File: config.mk
export PLATFORM = sky130hd
export DESIGN_NAME = cmwc_random_generator_unit
export DESIGN_NICKNAME = d
export VERILOG_FILES = /design/src/sv/cmwc_pkg.sv /design/src/sv/cmwc_dp.sv /design/src/sv/cmwc_ctrl.sv /design/src/sv/cmwc_random_generator_unit.sv
export SDC_FILE = /design/constraint.sdc
export NUM_CORES = 2
export LEC_CHECK = 0
export BUFFER_PORTS_ARGS = -buffer_cell sky130_fd_sc_hd__buf_2
export CORE_MARGIN = 2
export CORE_UTILIZATION = 40
export DETAILED_ROUTE_END_ITERATION = 8
export HOLD_SLACK_MARGIN = 0.06
export PLACE_DENSITY = 0.54
export SYNTH_ARGS = -nofsm -noshare
export SYNTH_HDL_FRONTEND = slang
export SYNTH_SLANG_ARGS = --single-unit
File: constraint.sdc
create_clock -name clk -period 9.1 [get_ports clk]
set_clock_uncertainty 0.15 [all_clocks]
set_input_delay 1.82 -clock clk [delete_from_list [all_inputs] [get_ports clk]]
set_output_delay 1.82 -clock clk [all_outputs]
set_load 0.05 [all_outputs]
File: src/sv/cmwc_pkg.sv
// Package for the lag-table multiply-with-carry random word generator.
// Holds the opcodes, fixed constants, the xorshift step and the control structs.
// No dependencies.
`timescale 1ns / 1ps

package cmwc_pkg;

	localparam logic OP_DRAW   = 1'b0;
	localparam logic OP_RESEED = 1'b1;

	localparam logic [31:0] BASE_MINUS_ONE  = 32'hFFFF_FFFE;
	localparam logic [31:0] ZERO_SEED_SUBST = 32'd12345;
	localparam logic [31:0] CARRY_RESET     = 32'd362436;
	localparam logic [31:0] RESET_SEED      = 32'd987654321;

	typedef struct packed {
		logic load_seed;
		logic fill_step;
		logic draw_start;
		logic mul_en;
		logic add_en;
		logic finish;
	} cmwc_cmd_t;

	typedef struct packed {
		logic fill_last;
		logic out_free;
	} cmwc_sts_t;

	function automatic logic [31:0] xorshift_step(input logic [31:0] j);
		logic [31:0] a;
		logic [31:0] b;
		a = j ^ (j << 13);
		b = a ^ (a >> 17);
		return b ^ (b << 5);
	endfunction

endpackage

File: src/sv/cmwc_dp.sv
// Datapath of the generator: lag table memory, index, carry, multiply-add and output register.
// Depends on cmwc_pkg; driven by cmwc_ctrl through cmwc_cmd_t.
`timescale 1ns / 1ps

module cmwc_dp import cmwc_pkg::*; #(
	parameter int unsigned TABLE_DEPTH = 8,
	parameter int unsigned MULTIPLIER  = 716514398
) (
	input  logic        clk,
	input  logic        arst_n,
	input  cmwc_cmd_t   cmd,
	output cmwc_sts_t   sts,
	input  logic [31:0] s_tdata,
	output logic        m_tvalid,
	input  logic        m_tready,
	output logic [31:0] m_tdata
);

	localparam int unsigned AW = $clog2(TABLE_DEPTH);
	localparam logic [AW-1:0] LAST_IDX = AW'(TABLE_DEPTH - 1);
	localparam logic [31:0] MULT_C = 32'(MULTIPLIER);

	logic [31:0]   mem [TABLE_DEPTH];
	logic [31:0]   rdata_q;
	logic [AW-1:0] idx_q;
	logic [AW-1:0] idx_next;
	logic [AW-1:0] fill_q;
	logic [31:0]   seed_q;
	logic [31:0]   seed_next;
	logic [31:0]   carry_q;
	logic [63:0]   prod_q;
	logic [63:0]   sum_q;
	logic [31:0]   x_raw;
	logic [31:0]   x_fix;
	logic [31:0]   c_fix;
	logic          wrap;
	logic [31:0]   result;
	logic          m_valid_q;
	logic [31:0]   m_data_q;
	logic          wr_en;
	logic [AW-1:0] wr_addr;
	logic [31:0]   wr_data;

	assign idx_next  = (idx_q == LAST_IDX) ? '0 : idx_q + AW'(1);
	assign seed_next = xorshift_step(seed_q);

	assign x_raw  = sum_q[31:0] + sum_q[63:32];
	assign wrap   = x_raw < sum_q[63:32];
	assign x_fix  = wrap ? x_raw + 32'd1 : x_raw;
	assign c_fix  = wrap ? sum_q[63:32] + 32'd1 : sum_q[63:32];
	assign result = BASE_MINUS_ONE - x_fix;

	assign wr_en   = cmd.fill_step || cmd.finish;
	assign wr_addr = cmd.fill_step ? fill_q : idx_q;
	assign wr_data = cmd.fill_step ? seed_next : result;

	always_ff @(posedge clk) begin
		if (wr_en) begin
			mem[wr_addr] <= wr_data;
		end
		if (cmd.draw_start) begin
			rdata_q <= mem[idx_next];
		end
		if (cmd.mul_en) begin
			prod_q <= 64'(MULT_C) * 64'(rdata_q);
		end
		if (cmd.add_en) begin
			sum_q <= prod_q + 64'(carry_q);
		end
		if (cmd.finish) begin
			m_data_q <= result;
		end
	end

	always_ff @(posedge clk or negedge arst_n) begin
		if (!arst_n) begin
			idx_q     <= LAST_IDX;
			fill_q    <= '0;
			seed_q    <= RESET_SEED;
			carry_q   <= CARRY_RESET;
			m_valid_q <= 1'b0;
		end else begin
			if (cmd.load_seed) begin
				seed_q <= (s_tdata == 32'd0) ? ZERO_SEED_SUBST : s_tdata;
				fill_q <= '0;
			end else if (cmd.fill_step) begin
				seed_q <= seed_next;
				fill_q <= fill_q + AW'(1);
			end
			if (cmd.draw_start) begin
				idx_q <= idx_next;
			end
			if (cmd.finish) begin
				carry_q <= c_fix;
			end
			if (cmd.finish) begin
				m_valid_q <= 1'b1;
			end else if (m_tready) begin
				m_valid_q <= 1'b0;
			end
		end
	end

	assign sts.fill_last = (fill_q == LAST_IDX);
	assign sts.out_free  = !m_valid_q || m_tready;
	assign m_tvalid      = m_valid_q;
	assign m_tdata       = m_data_q;

endmodule

File: src/sv/cmwc_ctrl.sv
// Controller of the generator: sequences table fills and draws.
// Depends on cmwc_pkg; commands cmwc_dp through cmwc_cmd_t.
`timescale 1ns / 1ps

module cmwc_ctrl import cmwc_pkg::*; (
	input  logic      clk,
	input  logic      arst_n,
	input  logic      s_tvalid,
	output logic      s_tready,
	input  logic      s_tuser,
	input  cmwc_sts_t sts,
	output cmwc_cmd_t cmd
);

	typedef enum logic [4:0] {
		ST_FILL = 5'b00001,
		ST_IDLE = 5'b00010,
		ST_MUL  = 5'b00100,
		ST_ADD  = 5'b01000,
		ST_FIN  = 5'b10000
	} state_t;

	state_t state_q;
	state_t state_next;
	logic   accept;

	assign s_tready = (state_q == ST_IDLE);
	assign accept   = s_tvalid && s_tready;

	always_comb begin
		state_next = state_q;
		cmd        = '0;
		unique case (state_q)
			ST_FILL: begin
				cmd.fill_step = 1'b1;
				if (sts.fill_last) begin
					state_next = ST_IDLE;
				end
			end
			ST_IDLE: begin
				if (accept) begin
					if (s_tuser == OP_RESEED) begin
						cmd.load_seed = 1'b1;
						state_next    = ST_FILL;
					end else begin
						cmd.draw_start = 1'b1;
						state_next     = ST_MUL;
					end
				end
			end
			ST_MUL: begin
				cmd.mul_en = 1'b1;
				state_next = ST_ADD;
			end
			ST_ADD: begin
				cmd.add_en = 1'b1;
				state_next = ST_FIN;
			end
			ST_FIN: begin
				if (sts.out_free) begin
					cmd.finish = 1'b1;
					state_next = ST_IDLE;
				end
			end
			default: begin
				state_next = ST_IDLE;
			end
		endcase
	end

	always_ff @(posedge clk or negedge arst_n) begin
		if (!arst_n) begin
			state_q <= ST_FILL;
		end else begin
			state_q <= state_next;
		end
	end

endmodule

File: src/sv/cmwc_random_generator_unit.sv
// Top level of the lag-table complementary multiply-with-carry random word generator.
// Instantiates cmwc_ctrl and cmwc_dp; depends on cmwc_pkg.
//
// The input channel takes one item at a time: tuser selects a draw or a reseed and
// tdata carries the seed, which a draw ignores. A draw returns one word on the output
// channel; a reseed returns nothing and refills the table from the seed.
// A draw occupies the block in turn for acceptance with the table read, the
// 32 by 32 multiply, the 64-bit carry add and the final correction with the table
// write. A new item is accepted in the cycle after that write. After acceptance a
// reseed refills the table, one table entry written per cycle by the xorshift chain.
// After reset the block fills the table from the reset seed, and tready stays low
// while it does so; carry and index take their reset values.
// The result sits in an output register, so the next item is taken while it waits.
// If the receiver stalls while a second result is ready, the block holds that result
// in its last step until the output register frees.
`timescale 1ns / 1ps

module cmwc_random_generator_unit import cmwc_pkg::*; #(
	parameter int unsigned TABLE_DEPTH = 8,
	parameter int unsigned MULTIPLIER  = 716514398
) (
	input  logic        clk,
	input  logic        arst_n,
	input  logic        s_tvalid,
	output logic        s_tready,
	input  logic [31:0] s_tdata,  // [31:0] seed_value
	input  logic        s_tuser,  // [0] opcode
	output logic        m_tvalid,
	input  logic        m_tready,
	output logic [31:0] m_tdata   // [31:0] random_value
);

	cmwc_cmd_t cmd;
	cmwc_sts_t sts;

	cmwc_ctrl u_ctrl (
		.clk      (clk),
		.arst_n   (arst_n),
		.s_tvalid (s_tvalid),
		.s_tready (s_tready),
		.s_tuser  (s_tuser),
		.sts      (sts),
		.cmd      (cmd)
	);

	cmwc_dp #(
		.TABLE_DEPTH (TABLE_DEPTH),
		.MULTIPLIER  (MULTIPLIER)
	) u_dp (
		.clk      (clk),
		.arst_n   (arst_n),
		.cmd      (cmd),
		.sts      (sts),
		.s_tdata  (s_tdata),
		.m_tvalid (m_tvalid),
		.m_tready (m_tready),
		.m_tdata  (m_tdata)
	);

endmodule

* Word level (Yosys, flattened, before mapping)
Memory sizes are Yosys's and may differ from the RTL's. A register that Yosys moved wholly into a read port is not among the register bits. Index checks and enable logic that the tools add are counted.
Storage, ports and cells: RAM bits 256, bits in registers 233, output and inout bits 34, bits in latches 0, bits in read-only memories 0, memories 1
Memories:
- u_dp.mem | depth 8, width 32, read ports 1, clocked after memory_dff 1, wr ports 1, line cmwc_dp.sv:23 | logic [31:0] mem [TABLE_DEPTH];
Cells by class: multiplexer cells 30, divide/modulo/power cells 0, eq/ne operators 10, $add $sub $neg 7, reduce and logical (&&, ||, !) cells 8, shift operators 0, bitwise gates (word level) 3, multiply operators 1, order comparisons 1
Operators with widths (count):
- $mux 32 | 6
- $add 32x1->32 const B | 2
- $xor 32x32->32 | 2
- $add 62x32->63 | 1
- $mul 29x32->61 const A | 1
- $add 32x32->32 | 1
- $logic_not 32->1 | 1
- $lt 32x32->1 | 1
- $sub 32x32->32 const A | 1
- $xor 32x15->32 | 1
- $pmux 5 s5 | 1
- $mux 1 | 15
- $mux 3 | 5
- $mux 5 | 3
- $add 3x1->3 const B | 2
- $eq 3x3->1 const B | 2
- $ne 2x2->1 const B | 3
- $eq 5x1->1 const B | 1
- $eq 5x2->1 const B | 1
- $eq 5x3->1 const B | 1
- $eq 5x4->1 const B | 1
- $eq 5x5->1 const B | 1
- $reduce_bool 2->1 | 2
- $reduce_and 3->1 | 1
- other kinds (3) | 4

* Depth between registers and ports, before layout
depth in word-level cells 7, gate-level depth with buffers 31, depth with buffers taken out 30

* Modules after synthesis
From an unflattened synthesis, not the netlist that was laid out.
Second synthesis, totals: cells, all modules 3622, area, all modules 42199.2 um^2
By module, submodules not included:
- cmwc_dp | seq. area each 15145.8 um^2, cells an instance 3589, times used 1, area an instance 41895.2 um^2
- cmwc_ctrl | seq. area each 126.4 um^2, cells an instance 33, times used 1, area an instance 304.0 um^2

* Worst setup path before layout
No wires, ideal clock.
kind flip-flop to flip-flop, start point register u_dp.rdata_q[7], read port of u_dp.mem, end point register u_dp.prod_q[61], data pin, buffers on the path 0, required time 8.690 ns, period minus slack after synthesis 7.841 ns, stages on the path, launching flop included 25, setup slack 1.259 ns, library setup time 0.260 ns, arrival time 7.431 ns, path through edfxtp_1 -> ha_1 -> inv_1 -> fa_1 -> inv_1 -> fa_1 -> fa_1 -> fa_1 -> fa_1 -> fa_1 -> fa_1 -> ha_1 -> a21o_1 -> a21o_1 -> a21o_1 -> a21o_1 -> a21oi_1 -> a31oi_1 -> a21bo_2 -> o31ai_1 -> a211oi_1 -> o21ai_0 -> or4b_2 -> a31oi_1 -> xnor2_1
Between the ends: cells in the longest elaborated chain, start to end 1
RTL lines:
- start, declared | line cmwc_dp.sv:24 | logic [31:0] rdata_q;
- $mul 29x32->61 | line cmwc_dp.sv:65 | prod_q <= 64'(MULT_C) * 64'(rdata_q);
- end signal, assigned | line cmwc_dp.sv:65
- end, declared | line cmwc_dp.sv:31 | logic [63:0] prod_q;
Every way passes these cells. A chain may end at the register's enable or synchronous reset.

* Worst setup path after layout
start point register u_dp.rdata_q[10], read port of u_dp.mem, end point register u_dp.prod_q[61], data pin
Same word-level chain as after synthesis.

==> flow_metrics.tcl <==
set metrics [dict create \
    status "finished clean" \
    fin_crit_sh_pct 92.9 \
    worstPathMaxFanout 10 \
    critical_path.top_delay_family "adder cells" \
    crit_slowest_cell "edfxtp_1" \
    path_clk_slew_ns 0.06 \
    critPathCaptureType "flop" \
    critical_path.max_stage_delay_ns 0.75 \
    die_area_um2 108000 \
    nets 4602 \
    rsz0062_at_grt "false" \
    finalCriticalPeriod_ns 8.45 \
    finalSetupViolCount 0 \
    ys_ff_latch 520 \
    cts_setup_buffers 0 \
    htree_levels 2 \
    synth_nets 4482 \
    vias 27600 \
    fmax_mhz 118 \
    io_pins 71 \
    grt_util_all_layers_pct 21.5 \
    postCtsResizedCells 0 \
    numCtsBuffers 55 \
    clockBufferDepth 3 \
    startpoint_type "flop" \
    coreArea_um2 104000 \
    grt_pass1_wl_mm 174 \
    worstPathBufferInverterCount 3 \
    diodes 0 \
    synth-main-ff-cell "edfxtp_1" \
    synth-edff-count 444 \
    slew_headroom_pct 25.9 \
    die_y_um 328 \
    num-fill-cells 9665 \
    place_hpwl_mm 89.8 \
    die_w_um 328 \
    cp_common_cell "fa_1" \
    synth_area_um2 42000 \
    first_iter_violations 2185 \
    drive_gt1_share_pct 10.9 \
    drt_wl_total_mm 115 \
    fin_area_um2 46200 \
    synth.largest_area_cell "edfxtp_1" \
    worst_slew_pin_slew_ns 1.11 \
    first_global_vias 27900 \
    cp.arrival_ns 8.69 \
    critical_path_required_ns 9.34 \
    port_buffers 70 \
    drc 0 \
    syn_to_final_growth_pct 9.98 \
    root_buffer "clkbuf_16" \
    clk_latency_ns 0.65 \
    postSynthCellCount 3627 \
    grt_max_degree 67 \
    yosys_warnings 0 \
    ant_nets 0 \
    cts_sinks 520 \
    antenna_found_initial 6 \
    synth.avg_cell_area_um2 11.6 \
    path_cells "ha_1 > fa_1 > fa_1 > fa_1 > fa_1 > fa_1 > fa_1 > inv_1 > fa_1 > inv_1 > ha_1 > a21o_1 > a21o_1 > a21oi_1 > a31oi_1 > a21bo_2 > o31ai_1 > buf_4 > a211oi_1 > o21ai_0 > or4b_2 > a31oi_1 > xnor2_1" \
    rows 118 \
    drv_cap 0 \
    rrSetupSlack_ns 0.65 \
    final_common_cell "inv_1" \
    hold_class "flop to flop" \
    yosysTopAreaCellShare_pct 31.8 \
    synth.area.top_cells "edfxtp_1 32%, fa_1 16%, ha_1 14%" \
    hold_violations 0 \
    via_per_inst 5.33 \
    wl_per_cell_um 22.2 \
    slew_violations 0 \
    cts.hold.buffers_added 0 \
    start_util_pct 40.4 \
    final_cell_mix "556 x inv_1, 484 x ha_1, 444 x edfxtp_1, 333 x fa_1, 227 x nand2_1" \
    synthDistinctLibCells 100 \
    cts_tree "done" \
    path_class "flop to flop" \
    synth_seq_area_share_pct 36.4 \
    synthArstFlopShare_pct 14.6 \
    dr.pass1.iters 5 \
    timing.setup.tns_ns 0 \
    grt_overflow 0 \
    dpl-instance-area_um2 44400 \
    whs_ns 0.303 \
    gp_congestion 0.920 \
]
[final cells by class]
class / instances / area [um^2] / area share, %
multi-input cells: 2476 / 24400 / 52.9
flip-flops and latches: 520 / 15300 / 33.1
inverters: 558 / 2090 / 4.54
well taps: 1380 / 1730 / 3.74
clock buffers: 77 / 1520 / 3.29
repair buffers: 136 / 848 / 1.84
clock inverters: 27 / 275 / 0.596
[cells in the mapped netlist, drive strengths merged (5+ instances only)]
master / n
a31oi: 17
nand2b: 22
o21ai: 127
nor2: 156
a21boi: 5
nor3: 45
o21a: 18
o211ai: 15
a21o: 69
a22oi: 8
a2111oi: 7
or4: 9
nor2b: 19
or3: 11
fa: 333
nand3: 62
a311oi: 6
mux4: 64
a211oi: 16
a221o: 6
mux2i: 6
xor2: 75
ha: 485
and4: 10
o22ai: 11
and3: 27
or2: 12
o31a: 9
o31ai: 10
dfrtp: 46
a21oi: 160
edfxtp: 444
a211o: 10
xnor2: 202
nor4: 31
and2: 11
dfstp: 30
o21bai: 19
inv: 558
buf: 20
clkbuf: 53
nand2: 227
nand4: 41
mux2: 42
nor3b: 11
[cell families (layout without fill, tap and decap cells)]
kind of cell               Yosys count  count (layout)  share of synthesized area [%]
AOI/OAI and AO/OA                  561             561                           8.84
adders and majority gates          818             818                           30.3
muxes                              112             112                           4.70
xor gates and xnor gates           277             277                           5.80
and+or+nand+nor                    708             708                           8.26
DFF                                520             520                           36.4
buffers and inverters              631             798                           5.67
[layer usage]
layer	share of wire (%)	vias to the layer above	global-route usage [%]
li1	-	13000	-
met1	46	13800	31.5
met2	45	722	33.7
met3	6.5	114	3.27
met4	2.1	0	4.84
met5	0	-	0
[registers in the layout, indices dropped and copies added (netlist names)]
register        count
u_dp.prod_q        61
u_ctrl.state_q      5
u_dp.m_tvalid       1
u_dp.idx_q          3
u_dp.sum_q         63
u_dp.mem          256
u_dp.seed_q        32
u_dp.fill_q         3
u_dp.carry_q       32
u_dp.rdata_q       32
u_dp.m_tdata       32
[worst paths after layout]
check / end / depth (start not counted) / startpoint
max: u_dp.prod_q[61] / 23 / u_dp.rdata_q[10]
min: u_dp.sum_q[0] / 0 / u_dp.carry_q[0]
max reg2reg: u_dp.prod_q[61] / 23 / u_dp.rdata_q[10]
min reg2reg: u_dp.sum_q[0] / 0 / u_dp.carry_q[0]
max in group asynchronous: u_dp.carry_q[4] / 2 / arst_n
min in group asynchronous: u_dp.carry_q[17] / 1 / arst_n
[per-stage QoR]
stage	instances	setup WS, ns	utilization, %
after floorplan	3627	1.26	-
final	5174	0.648	44.5
after detailed placement	5070	0.703	42.7
after CTS	5174	0.677	44.5
after global placement	5070	0.825	42.7
after global routing	5174	0.286	44.5
Power is left out: the tool's default activity adds up to more than one toggle a clock period on the data nets, which glitch-free logic cannot reach.
